$ cat config.mk
export PLATFORM = sky130hd
export DESIGN_NAME = mprq_store
export DESIGN_NICKNAME = d
export VERILOG_FILES = /design/src/design/mprq_store.sv
export SDC_FILE = /design/constraint.sdc
export NUM_CORES = 2
export LEC_CHECK = 0
export BUFFER_PORTS_ARGS = -buffer_cell sky130_fd_sc_hd__buf_2
export CORE_UTILIZATION = 30
export CTS_CLUSTER_DIAMETER = 80
export DETAILED_ROUTE_END_ITERATION = 12
export PLACE_DENSITY = 0.4
export SYNTH_ARGS = -nofsm -noshare
export SYNTH_HDL_FRONTEND = slang
export SYNTH_MEMORY_MAX_BITS = 65536
export SYNTH_SLANG_ARGS = --single-unit
$ cat constraint.sdc
create_clock -name i_clk -period 5 [get_ports i_clk]
set_input_delay 0.5 -clock i_clk [delete_from_list [all_inputs] [get_ports i_clk]]
set_output_delay 0.5 -clock i_clk [all_outputs]
set_load 0.02 [all_outputs]
$ cat src/design/mprq_store.sv
// Entry store of the request queue: one write port, one read port.
// Read data is registered. Depends on nothing else.
`default_nettype none

module mprq_store #(
    parameter int DEPTH  = 128,
    parameter int WIDTH  = 34,
    parameter int ADDR_W = 7
) (
    input  wire logic              i_clk,
    input  wire logic              i_wr_en,
    input  wire logic [ADDR_W-1:0] i_wr_addr,
    input  wire logic [WIDTH-1:0]  i_wr_data,
    input  wire logic              i_rd_en,
    input  wire logic [ADDR_W-1:0] i_rd_addr,
    output logic      [WIDTH-1:0]  o_rd_data
);

    logic [WIDTH-1:0] r_mem [DEPTH];

    // Write port.
    always_ff @(posedge i_clk) begin
        if (i_wr_en) begin
            r_mem[i_wr_addr] <= i_wr_data;
        end
    end

    // Registered read port.
    always_ff @(posedge i_clk) begin
        if (i_rd_en) begin
            o_rd_data <= r_mem[i_rd_addr];
        end
    end

endmodule

`default_nettype wire

# ---- Yosys cells after proc, flatten, opt, wreduce, memory -nomap -nowiden
# Memory sizes are Yosys's and may differ from the RTL's. A register that Yosys moved wholly into a read port is not among the register bits.
# Index checks and enable logic that the tools add are counted.
dict set report totals {
  reg_bits 0
  latch_bits 0
  ramBits 4352
  mem_bits_ro 0
  in_bits 51
  out_inout_bits 34
  elab_cells 3
  memories 1
}
dict set report classes {
  addsub 0
  mul 0
  div_mod_pow 0
  n_lt_le_gt_ge 0
  eq_ne 0
  shift 0
  n_mux 2
  bitwise 0
  reduce_logical 0
}
# name depth word_bits read_ports rd_clocked_by_memory_dff wr line
set mem_list {}
lappend mem_list {r_mem 128 34 1 1 1 19} ;# logic [WIDTH-1:0] r_mem [DEPTH];
# operator count
set op_table {}
lappend op_table {{$mux 1} 2}

# ---- Depth between registers and ports, before layout
dict set report depth {
  word_depth 2
  ltp_mapped 8
  depth_no_buf 4
}

# ---- Worst setup path before layout
# OpenSTA, ideal clock, no wires.
dict set report synth_timing {
  path_type {input port to flip-flop}
  start {input port i_wr_en}
  end {memory r_mem[98][0] (enable)}
  setup_ns 0.467
  arrival_time_ns 3.412
  required_time_ns 4.533
  path_slack_ns 1.121
  stages 3
  path_buffers 1
  path_cell_list {clkbuf_1 nand4_1 nor3_1}
}
dict set report synth_via {
  elab_chain_cells 2
}
# item line
set synth_rtl {}
lappend synth_rtl {{start, declared} 11} ;# input wire logic i_wr_en,
lappend synth_rtl {{$mux 1} 23} ;# if (i_wr_en) begin
lappend synth_rtl {{$mux 1 (not written as such)} 24} ;# r_mem[i_wr_addr] <= i_wr_data;
lappend synth_rtl {{end, declared} 19}
# Every way passes these cells.

==> impl_results.md <==
* Starting Density at 30.11%
* Final setup viols at 0
* Fin worst setup slack at 1708 ps
* # DRC at 0
* Status: finished clean
* DR vias/cell at 5.104
* Slowest CP cell: mux4_2
* Nets at 6,987
* # rows at 273
* Die area at 557,300 um2
* #FFs+latches synth at 4,386
* Io pins at 85
* CP bufs+invs at 4
* PortBufs at 84
* Setup bufs post-CTS at 0
* WP data required at 5760 ps
* Final Hold Vio Count at 0
* Overall Global Routing Usage at 18.41%
* Post-Syn Nets at 6,404
* Worst IR Drop VDD at 0.2911 mV
* Worst-Skew Late Latency at 1040 ps
* Max Fclk at 0.3037 GHz
* Max incr delay on CP at 690 ps
* First-pass GRT wire length at 700.9 mm
* Yosys warns at 0
* Post-synthesis sequential area ratio at 79.20%
* GP Congestion at 0.7365
* DRT iter0 DRCs at 8,476
* Post-Syn Instances at 6,353
* Pre-antenna DRT Iters at 7
* Layout area overhead at 16.85%
* Synthesized cell area at 166,300 um2
* Filler cells at 50,130
* CTS root buf: clkbuf_16
* Distinct cell type count of the synthesized netlist at 16
* CTS buffer count at 467
* Hpwl dp at 290.7 mm
* Vias in the first global route at 78,180
* RSZ-0062 raised after global routing: no
* Avg Inst Size Synth at 26.18 um2
* Setup Skew at 67.57 ps
* CTS clk-pin slew, worst paths at 60 ps
* Max cap viols at 0
* CTS tree: built
* Leak Pwr at 58.50 nW
* Crit-path max FO at 34
* Worst Tran Pin Value at 1320 ps
* Worst path cell trace: buf_8, buf_12, buf_12, buf_4, mux4_2, mux4_2, mux4_2, mux2_2
* WP data arrival at 4050 ps
* Gr ovfl total at 0
* Number of antenna violations at the first check in global routing at 100
* Nature of the critical path startpoint: input pin
* Final TNS setup at 0 ps
* Die width at 746.6 um
* Clock buffer depth at 4
* PD cells at 401.2 nW/um2
* Max-slew violations at 0
* Crit end category: flip-flop
* Delay-heaviest family, CP: multiplexers
* Period Utilization, post-route at 65.85%
* DRT antenna net count at 0
* Vias post-DR at 74,990
* Largest net degree at the start of global routing at 129
* Share of post-route cells with drive strength above 1 at 36.31%
* CP most frequent cell: mux4_2
* CORE AREA at 552,300 um2
* Hold-fix buffers, CTS at 12
* Post-CTS Resized at 0
* Drt total wl at 521.2 mm
* WL per Instance at 35.48 um
* Min-Delay Path Class: input pin to flip-flop
* Final worst path period need at 3292 ps
* Slew headroom at 12.03%
* Clk sinks at 4,386
* DIE HEIGHT at 746.6 um
* H-tree depth at 5
* Pre-CTS setup slack at 578.6 ps
* WS Path Type: input pin to flip-flop
-- registers in the layout (all words and copies together), names as in the netlist --
register,flops
r_mem,4352
o_rd_data,34
-- routing by layer --
metal | global-route usage (%) | vias up | wire length, um
met5 | 0 | - | 184
met4 | 3.357 | 30 | 9003
met3 | 3.273 | 521 | 30930
met2 | 29.55 | 2177 | 248000
met1 | 26.54 | 42860 | 233100
li1 | - | 29400 | -
-- per-stage QoR --
| step | power, mW | utilization [%] | cell area (um2) | instances | hold slack, ps |
|---|---|---|---|---|---|
| finish | 77.97 | 35.18 | 194300 | 14690 | 72.89 |
| global route | 80.32 | 35.16 | 194200 | 14650 | 44.38 |
| CTS | 78.97 | 35.15 | 194100 | 14620 | 7.890 |
| detailed placement | 45.94 | 32.53 | 179700 | 13740 | 765.6 |
| global placement | 45.89 | 32.53 | 179700 | 13740 | 768.7 |
| floorplan | 43.46 | - | 166300 | 6353 | 598.9 |
-- cell usage in the layout, fill, tap and decap left out, types with 4 or more instances in the layout --
master / netlist / layout
clkinvlp_4: 0 / 7
bufinv_16: 0 / 21
clkinv_1: 0 / 127
nand2_1: 14 / 11
buf_12: 0 / 116
nor3_2: 0 / 9
clkinv_4: 0 / 4
nand3_2: 0 / 4
inv_6: 0 / 10
edfxtp_1: 4386 / 4386
buf_4: 3 / 273
clkinv_16: 0 / 6
clkbuf_1: 208 / 108
clkbuf_16: 0 / 473
nor2b_1: 7 / 7
dlygate4sd3_1: 0 / 12
clkinv_2: 0 / 97
mux4_2: 1428 / 1428
nand3_1: 12 / 8
buf_2: 66 / 44
nor2_4: 0 / 119
mux2_2: 34 / 34
diode_2: 0 / 75
clkinv_8: 0 / 6
-- synthesized netlist by cell type --
master	number	area, um2
mux4_2	1428	32160
buf_1	57	214.0
nand3_1	12	60.06
nand2_1	14	52.55
buf_6	1	11.26
mux2_2	34	382.9
buf_4	3	22.52
clkbuf_1	208	780.8
nand4_1	3	18.77
edfxtp_1	4386	131700
buf_2	66	330.3
nor2b_1	7	43.79
or3_1	1	6.260
nor3_1	9	45.04
nand2b_1	2	12.51
nor2_1	122	457.9
-- cell type report --
cell class	count	area [um2]	area share, %
clock inverters	281	2097	1.079
multi-input cells	1632	34210	17.60
diodes	75	187.7	0.09658
clock buffers	581	12240	6.300
well taps	7287	9117	4.692
flip-flops and latches	4386	131700	67.78
repair buffers	449	4768	2.454
-- worst paths after layout --
path / startpoint / slack [ps] / depth (start not counted) / endpoint
min reg2reg: r_mem[126][5] / 1180 / 4 / o_rd_data[5]
max reg2reg: r_mem[86][26] / 2160 / 4 / o_rd_data[26]
max: i_rd_addr[2] / 1710 / 8 / o_rd_data[12]
min: i_wr_data[11] / 70 / 1 / r_mem[18][11]
-- logic make-up after synthesis --
kind of cell  synth area share, %
mux                         19.57
flops                       79.20
simple gates               0.4191
buf+inv                    0.8171
-- report_power, final --
| part | leakage [nW] | internal, mW | switching (mW) |
|---|---|---|---|
| Combinational | 12.0 | 1.55 | 2.71 |
| Sequential | 39.5 | 40.7 | 0.151 |
| Clock | 7.03 | 18.4 | 14.5 |
| Total | 58.5 | 60.6 | 17.4 |
(Power assumes the default switching activity.)
