===== src/design/mprq_pkg.sv =====
// Package for the min-priority request queue.
// Holds the item types, operation and status codes, and fixed field widths.
// No dependencies.
`default_nettype none

package mprq_pkg;

    // Fixed field widths of an item.
    localparam int PRIO_W = 16;
    localparam int KIND_W = 2;
    localparam int TAG_W  = 16;
    localparam int OCC_W  = 8;

    // Operation codes.
    localparam logic OP_INSERT = 1'b0;
    localparam logic OP_POP    = 1'b1;

    // Result status codes.
    typedef enum logic [1:0] {
        ST_INSERTED = 2'd0,
        ST_FULL     = 2'd1,
        ST_POPPED   = 2'd2,
        ST_EMPTY    = 2'd3
    } t_status;

    // Request kinds.
    typedef enum logic [1:0] {
        KIND_CREATE = 2'd0,
        KIND_STOP   = 2'd1,
        KIND_DELETE = 2'd2,
        KIND_LIST   = 2'd3
    } t_kind;

    // Input item.
    typedef struct packed {
        logic                     operation;
        logic signed [PRIO_W-1:0] priority_req;
        t_kind                    request_kind;
        logic        [TAG_W-1:0]  name_tag;
    } t_in_item;

    // Result item.
    typedef struct packed {
        t_status                  status;
        logic signed [PRIO_W-1:0] out_priority;
        t_kind                    out_kind;
        logic        [TAG_W-1:0]  out_name_tag;
        logic        [OCC_W-1:0]  occupancy;
    } t_out_item;

endpackage

`default_nettype wire


===== src/design/mprq_min_unit.sv =====
// Shared compare unit: keeps the entry with the smallest priority seen so far.
// Uses the field widths from mprq_pkg.
`default_nettype none

module mprq_min_unit #(
    parameter int WIDTH  = 34,
    parameter int ADDR_W = 7
) (
    input  wire logic              i_clk,
    input  wire logic              i_vld,
    input  wire logic              i_first,
    input  wire logic [WIDTH-1:0]  i_data,
    input  wire logic [ADDR_W-1:0] i_idx,
    output logic      [WIDTH-1:0]  o_best_entry,
    output logic      [ADDR_W-1:0] o_best_idx
);
    import mprq_pkg::*;

    logic signed [PRIO_W-1:0] w_prio;
    logic signed [PRIO_W-1:0] w_best_prio;
    logic                     w_take;

    // A strictly smaller priority wins, so on ties the earlier entry stays.
    assign w_prio      = $signed(i_data[WIDTH-1 -: PRIO_W]);
    assign w_best_prio = $signed(o_best_entry[WIDTH-1 -: PRIO_W]);
    assign w_take      = i_first || (w_prio < w_best_prio);

    always_ff @(posedge i_clk) begin
        if (i_vld && w_take) begin
            o_best_entry <= i_data;
            o_best_idx   <= i_idx;
        end
    end

endmodule

`default_nettype wire


===== config.mk =====
export PLATFORM = sky130hd
export DESIGN_NAME = mprq_min_unit
export DESIGN_NICKNAME = d
export VERILOG_FILES = /design/src/design/mprq_pkg.sv /design/src/design/mprq_min_unit.sv
export SDC_FILE = /design/constraint.sdc
export NUM_CORES = 1
export LEC_CHECK = 0
export ABC_AREA = 1
export ABC_CLOCK_PERIOD_IN_PS = 3900
export BUFFER_PORTS_ARGS = -buffer_cell sky130_fd_sc_hd__buf_2
export CAP_MARGIN = 20
export CORE_UTILIZATION = 35
export CTS_CLUSTER_SIZE = 10
export DETAILED_ROUTE_END_ITERATION = 8
export HOLD_SLACK_MARGIN = 0.1
export PLACE_DENSITY = 0.67
export SLEW_MARGIN = 5
export SYNTH_ARGS = -nofsm -noshare
export SYNTH_HDL_FRONTEND = slang
export SYNTH_SLANG_ARGS = --single-unit
export TNS_END_PERCENT = 10

===== constraint.sdc =====
create_clock -name i_clk -period 3.9 [get_ports i_clk]
set_input_delay 0.78 -clock i_clk [delete_from_list [all_inputs] [get_ports i_clk]]
set_output_delay 0.78 -clock i_clk [all_outputs]
set_load 0.01 [all_outputs]

# Word level (Yosys, flattened, before mapping)

Cells that the tools add are included.

$add $sub $neg: 0
Multipliers: 0
Divide/modulo/power cells: 0
$lt $le $gt $ge: 1
Eq/ne operators: 0
Shift operators: 0
Multiplexer cells: 0
Bitwise gates (word level): 0
Reduce and logical (&&, ||, !) cells: 2

Operators with widths:

| operator                    | number |
|---|---|
| 16-bit less-than comparator | 1 |
| 1-bit logical AND           | 1 |
| 1-bit logical OR            | 1 |

Register bits after elaboration: 41
Bits in latches: 0
RAM bits: 0
Memory bits (read-only): 0
Input port bits: 44
Output and inout port bits: 41
Memories kept: 0

# Longest topological paths before layout

Depth in word-level cells: 3
Gate-level depth with buffers: 13
Depth with buffers taken out: 13

# Worst setup path after synthesis

OpenSTA, ideal clock, no wires.

Path kind: input to register
From: input port i_data[23]
To: register o_best_entry[0] (enable)
Data arrival time: 3.360 ns
Slack: 0.100 ns
Cell stages on the path: 10
Path through: ha_1 a21oi_1 nor2_1 nor3_2 nand2_1 nand2_1 nand3_1 nand2_1 nor2_1 nor2_1

Cells in the longest elaborated chain, start to end: 3

Ends and longest elaborated chain:

| element                     | line                | text |
|---|---|---|
| start, declared             | mprq_min_unit.sv:12 | `input wire logic [WIDTH-1:0] i_data,` |
| 16-bit less-than comparator | mprq_min_unit.sv:26 | `assign w_take = i_first \|\| (w_prio < w_best_prio);` |
| 1-bit logical OR            | mprq_min_unit.sv:26 |  |
| 1-bit logical AND           | mprq_min_unit.sv:29 | `if (i_vld && w_take) begin` |
| end signal, assigned        | mprq_min_unit.sv:30 | `o_best_entry <= i_data;` |
| end, declared               | mprq_min_unit.sv:14 | `output logic [WIDTH-1:0] o_best_entry,` |

Every way passes these cells.
A chain may end at the register's enable or synchronous reset.

# Worst setup path in the final report

From: input port i_data[23]
To: register o_best_entry[7] (enable)

The elaborated chain is that of the path after synthesis.

==> impl_results.md <==
- Die Ht: 70.9 um
- Starting Density: 37.3%
- # H-tree levels: 2
- # fillers: 404
- Congestion Overflow GR: 0
- TritonRoute pass-1 iters: 6
- CTS sink cnt: 41
- Synth Area in Compound Gates: 2.71%
- Delay of the slowest critical-path stage: 0.43 ns
- Via count: 1,158
- Port bufs: 84
- Tmin final: 2.57 ns
- Reg2Reg Setup Slack: 1.53 ns
- Sequential area share after synthesis: 74.2%
- Antenna cell count: 0
- Share of cells above drive strength 1: 45.9%
- WL/cell: 12.4 um
- Final setup violation count: 0
- Synth-to-layout area growth: 38.2%
- Synth Cell Area: 0.00166 mm2
- Outcome: finished with violations
- CTS max path bufs: 2
- Hold_ws: 0.657 ns
- Initial antenna violation count: 0
- Crit path required time: 3.85 ns
- Final core occ: 51.6%
- Gp weighted congestion: 0.684
- Peak supply drop: 205 uV
- Fin Setup TNS: 0 ns
- Failing checks: DRC
- Final Hold Fails: 0
- Average size of a mapped cell: 14.6 um2
- Core Area: 0.00444 mm2
- CP most frequent cell: nand2_1
- Post-synthesis mux area share: 0%
- CP Max Fanout: 33
- Max-cap violations: 0
- Clock Skews: 0.00617 ns
- CP Capture Type: flip-flop
- Relative slew slack: 72.1%
- Total GRT Usage: 13.5%
- Fmax: 389 MHz
- Most frequent cells in the layout: buf_2 (84), edfxtp_1 (41), inv_1 (23)
- Routed wire length: 3200 um
- Vias in the first global route: 1,089
- Mapped Cells: 114
- Synth cell types: 10
- Period utilization: 65.9%
- Post-Synth XOR/XNOR Area: 0%
- Vias per cell: 4.47
- Worst slew pin tran: 0.418 ns
- Syn. warnings: 0
- Net Count, Synth: 173
- DRC viols: 28
- Seq. cell area: 0.00123 mm2
- Cts repair resizes: 0
- Clock tree from TritonCTS: yes
- Area occupied by multi-input gates: 349 um2
- Critical-path cell list: buf_2 -> ha_1 -> a21oi_1 -> nor2_1 -> nor3_2 -> nand2_1 -> nand2_1 -> nand3_1 -> nand2_1 -> nor2_1 -> nor2_4 -> buf_4
- Clk_lat worst skew: 0.29 ns
- Inserted Clock Buffers: 5
- Post-CTS Setup Bufs: 0
- Hold WC Path Type: in -> reg
- Largest net degree at the start of global routing: 34
- Synth Area in Simple Gates: 6.56%
- Fin area: 0.00229 mm2
- Largest family of logic cells by synthesized area: adder cells
- Most common cell after layout, fill and taps aside: buf_2
- Max-slew violation count: 0
- Nets@finish: 265
- Ports: 85
- Cts hold-fix bufs: 0
- Post-route ant nets: 0
- CP startpoint kind: input port
- Initial DRC count: 75
- Critical path class: in -> reg
- Pwr/cell area: 465 mW/mm2
- #FFs+latches synth: 41
- DP HPWL: 2500 um
- Static leakage: 1.11 nW
- DIE AREA: 0.00502 mm2
- Placement Cell Area: 0.00216 mm2
- Slowest CP cell: buf_4
- Die Wd: 70.9 um
- Total power: 0.00107 W
- Root buf cell: clkbuf_8
- Critical Path AT: 2.52 ns
- RSZ-0062 raised after global routing: false
- First-pass GRT wire length: 4990 um
- CTS clk-pin slew, worst paths: 0.08 ns
- Std cell rows: 24
- Adder-cell share of the synthesized area: 11.3%
-- path summary, 6_finish.rpt --
path	from	endpoint	cells past startpoint
worst max register to register	o_best_entry[23]$_DFFE_PP_	o_best_entry[7]$_DFFE_PP_	12
worst min-delay path	i_idx[4]	o_best_idx[4]$_DFFE_PP_	1
worst max-delay path	i_data[23]	o_best_entry[7]$_DFFE_PP_	12
worst min register to register	o_best_entry[33]$_DFFE_PP_	o_best_entry[33]$_DFFE_PP_	5
-- worst max-delay path: cells and delay by family --
kind / cells / cell delay [ns]
buf+inv: 2 / 0.54
simple gates: 8 / 0.71
compound gates: 1 / 0.16
fa+ha+maj: 1 / 0.30
-- synthesized netlist by cell type (all sizes together) --
cell type | count | share of area [%]
edfxtp | 41 | 74
inv | 23 | 5.2
nand2 | 16 | 3.6
ha | 15 | 11
a21oi | 7 | 2.1
nor2 | 6 | 1.4
nand3 | 2 | 0.60
o21ai | 2 | 0.60
nand4 | 1 | 0.38
nor3 | 1 | 0.60
-- metrics by stage --
| stage | worst slack, ns | cells |
|---|---|---|
| 6_report | 1.33 | 259 |
| 5_1_grt | 1.12 | 259 |
| 4_1_cts | 1.30 | 259 |
| 3_5_place_dp | 0.986 | 251 |
| 3_3_place_gp | 1.06 | 251 |
| 2_1_floorplan | 0.100 | 114 |
-- registers in the layout (all words and copies together) (netlist names) --
register      cells
o_best_entry     34
o_best_idx        7
-- cell families after synthesis --
family / count (synthesis)
buffers and inverters: 23
and+or+nand+nor: 26
adders and majority gates: 15
AOI/OAI and AO/OA: 9
DFF: 41
-- power by group --
| group | internal [W] | switching, W | total, W |
|---|---|---|---|
| combinational | 0.0000571 | 0.0000775 | 0.000135 |
| sequential | 0.000526 | 0.00000988 | 0.000536 |
| clock | 0.000254 | 0.000142 | 0.000396 |
| total | 0.000838 | 0.000230 | 0.00107 |
-- routing by layer --
metal,share of wire [%],track usage [%],vias to the layer above,wire length [um]
met2,44,21.2,69,1400
met3,13,4.84,5,410
met4,1.4,8.00,0,46
li1,-,-,574,-
met5,0,0,-,0
met1,42,16.0,510,1350
-- area by class of cell --
cell class              count  share of cell area, %
flip-flops and latches     41                   53.7
repair buffers             85                   18.7
multi-input cells          50                   15.2
inverters                  23                   3.76
clock buffers               5                   3.00
clock inverters             3                   2.84
well taps                  52                   2.84
Power figures use the tool's default switching activity.
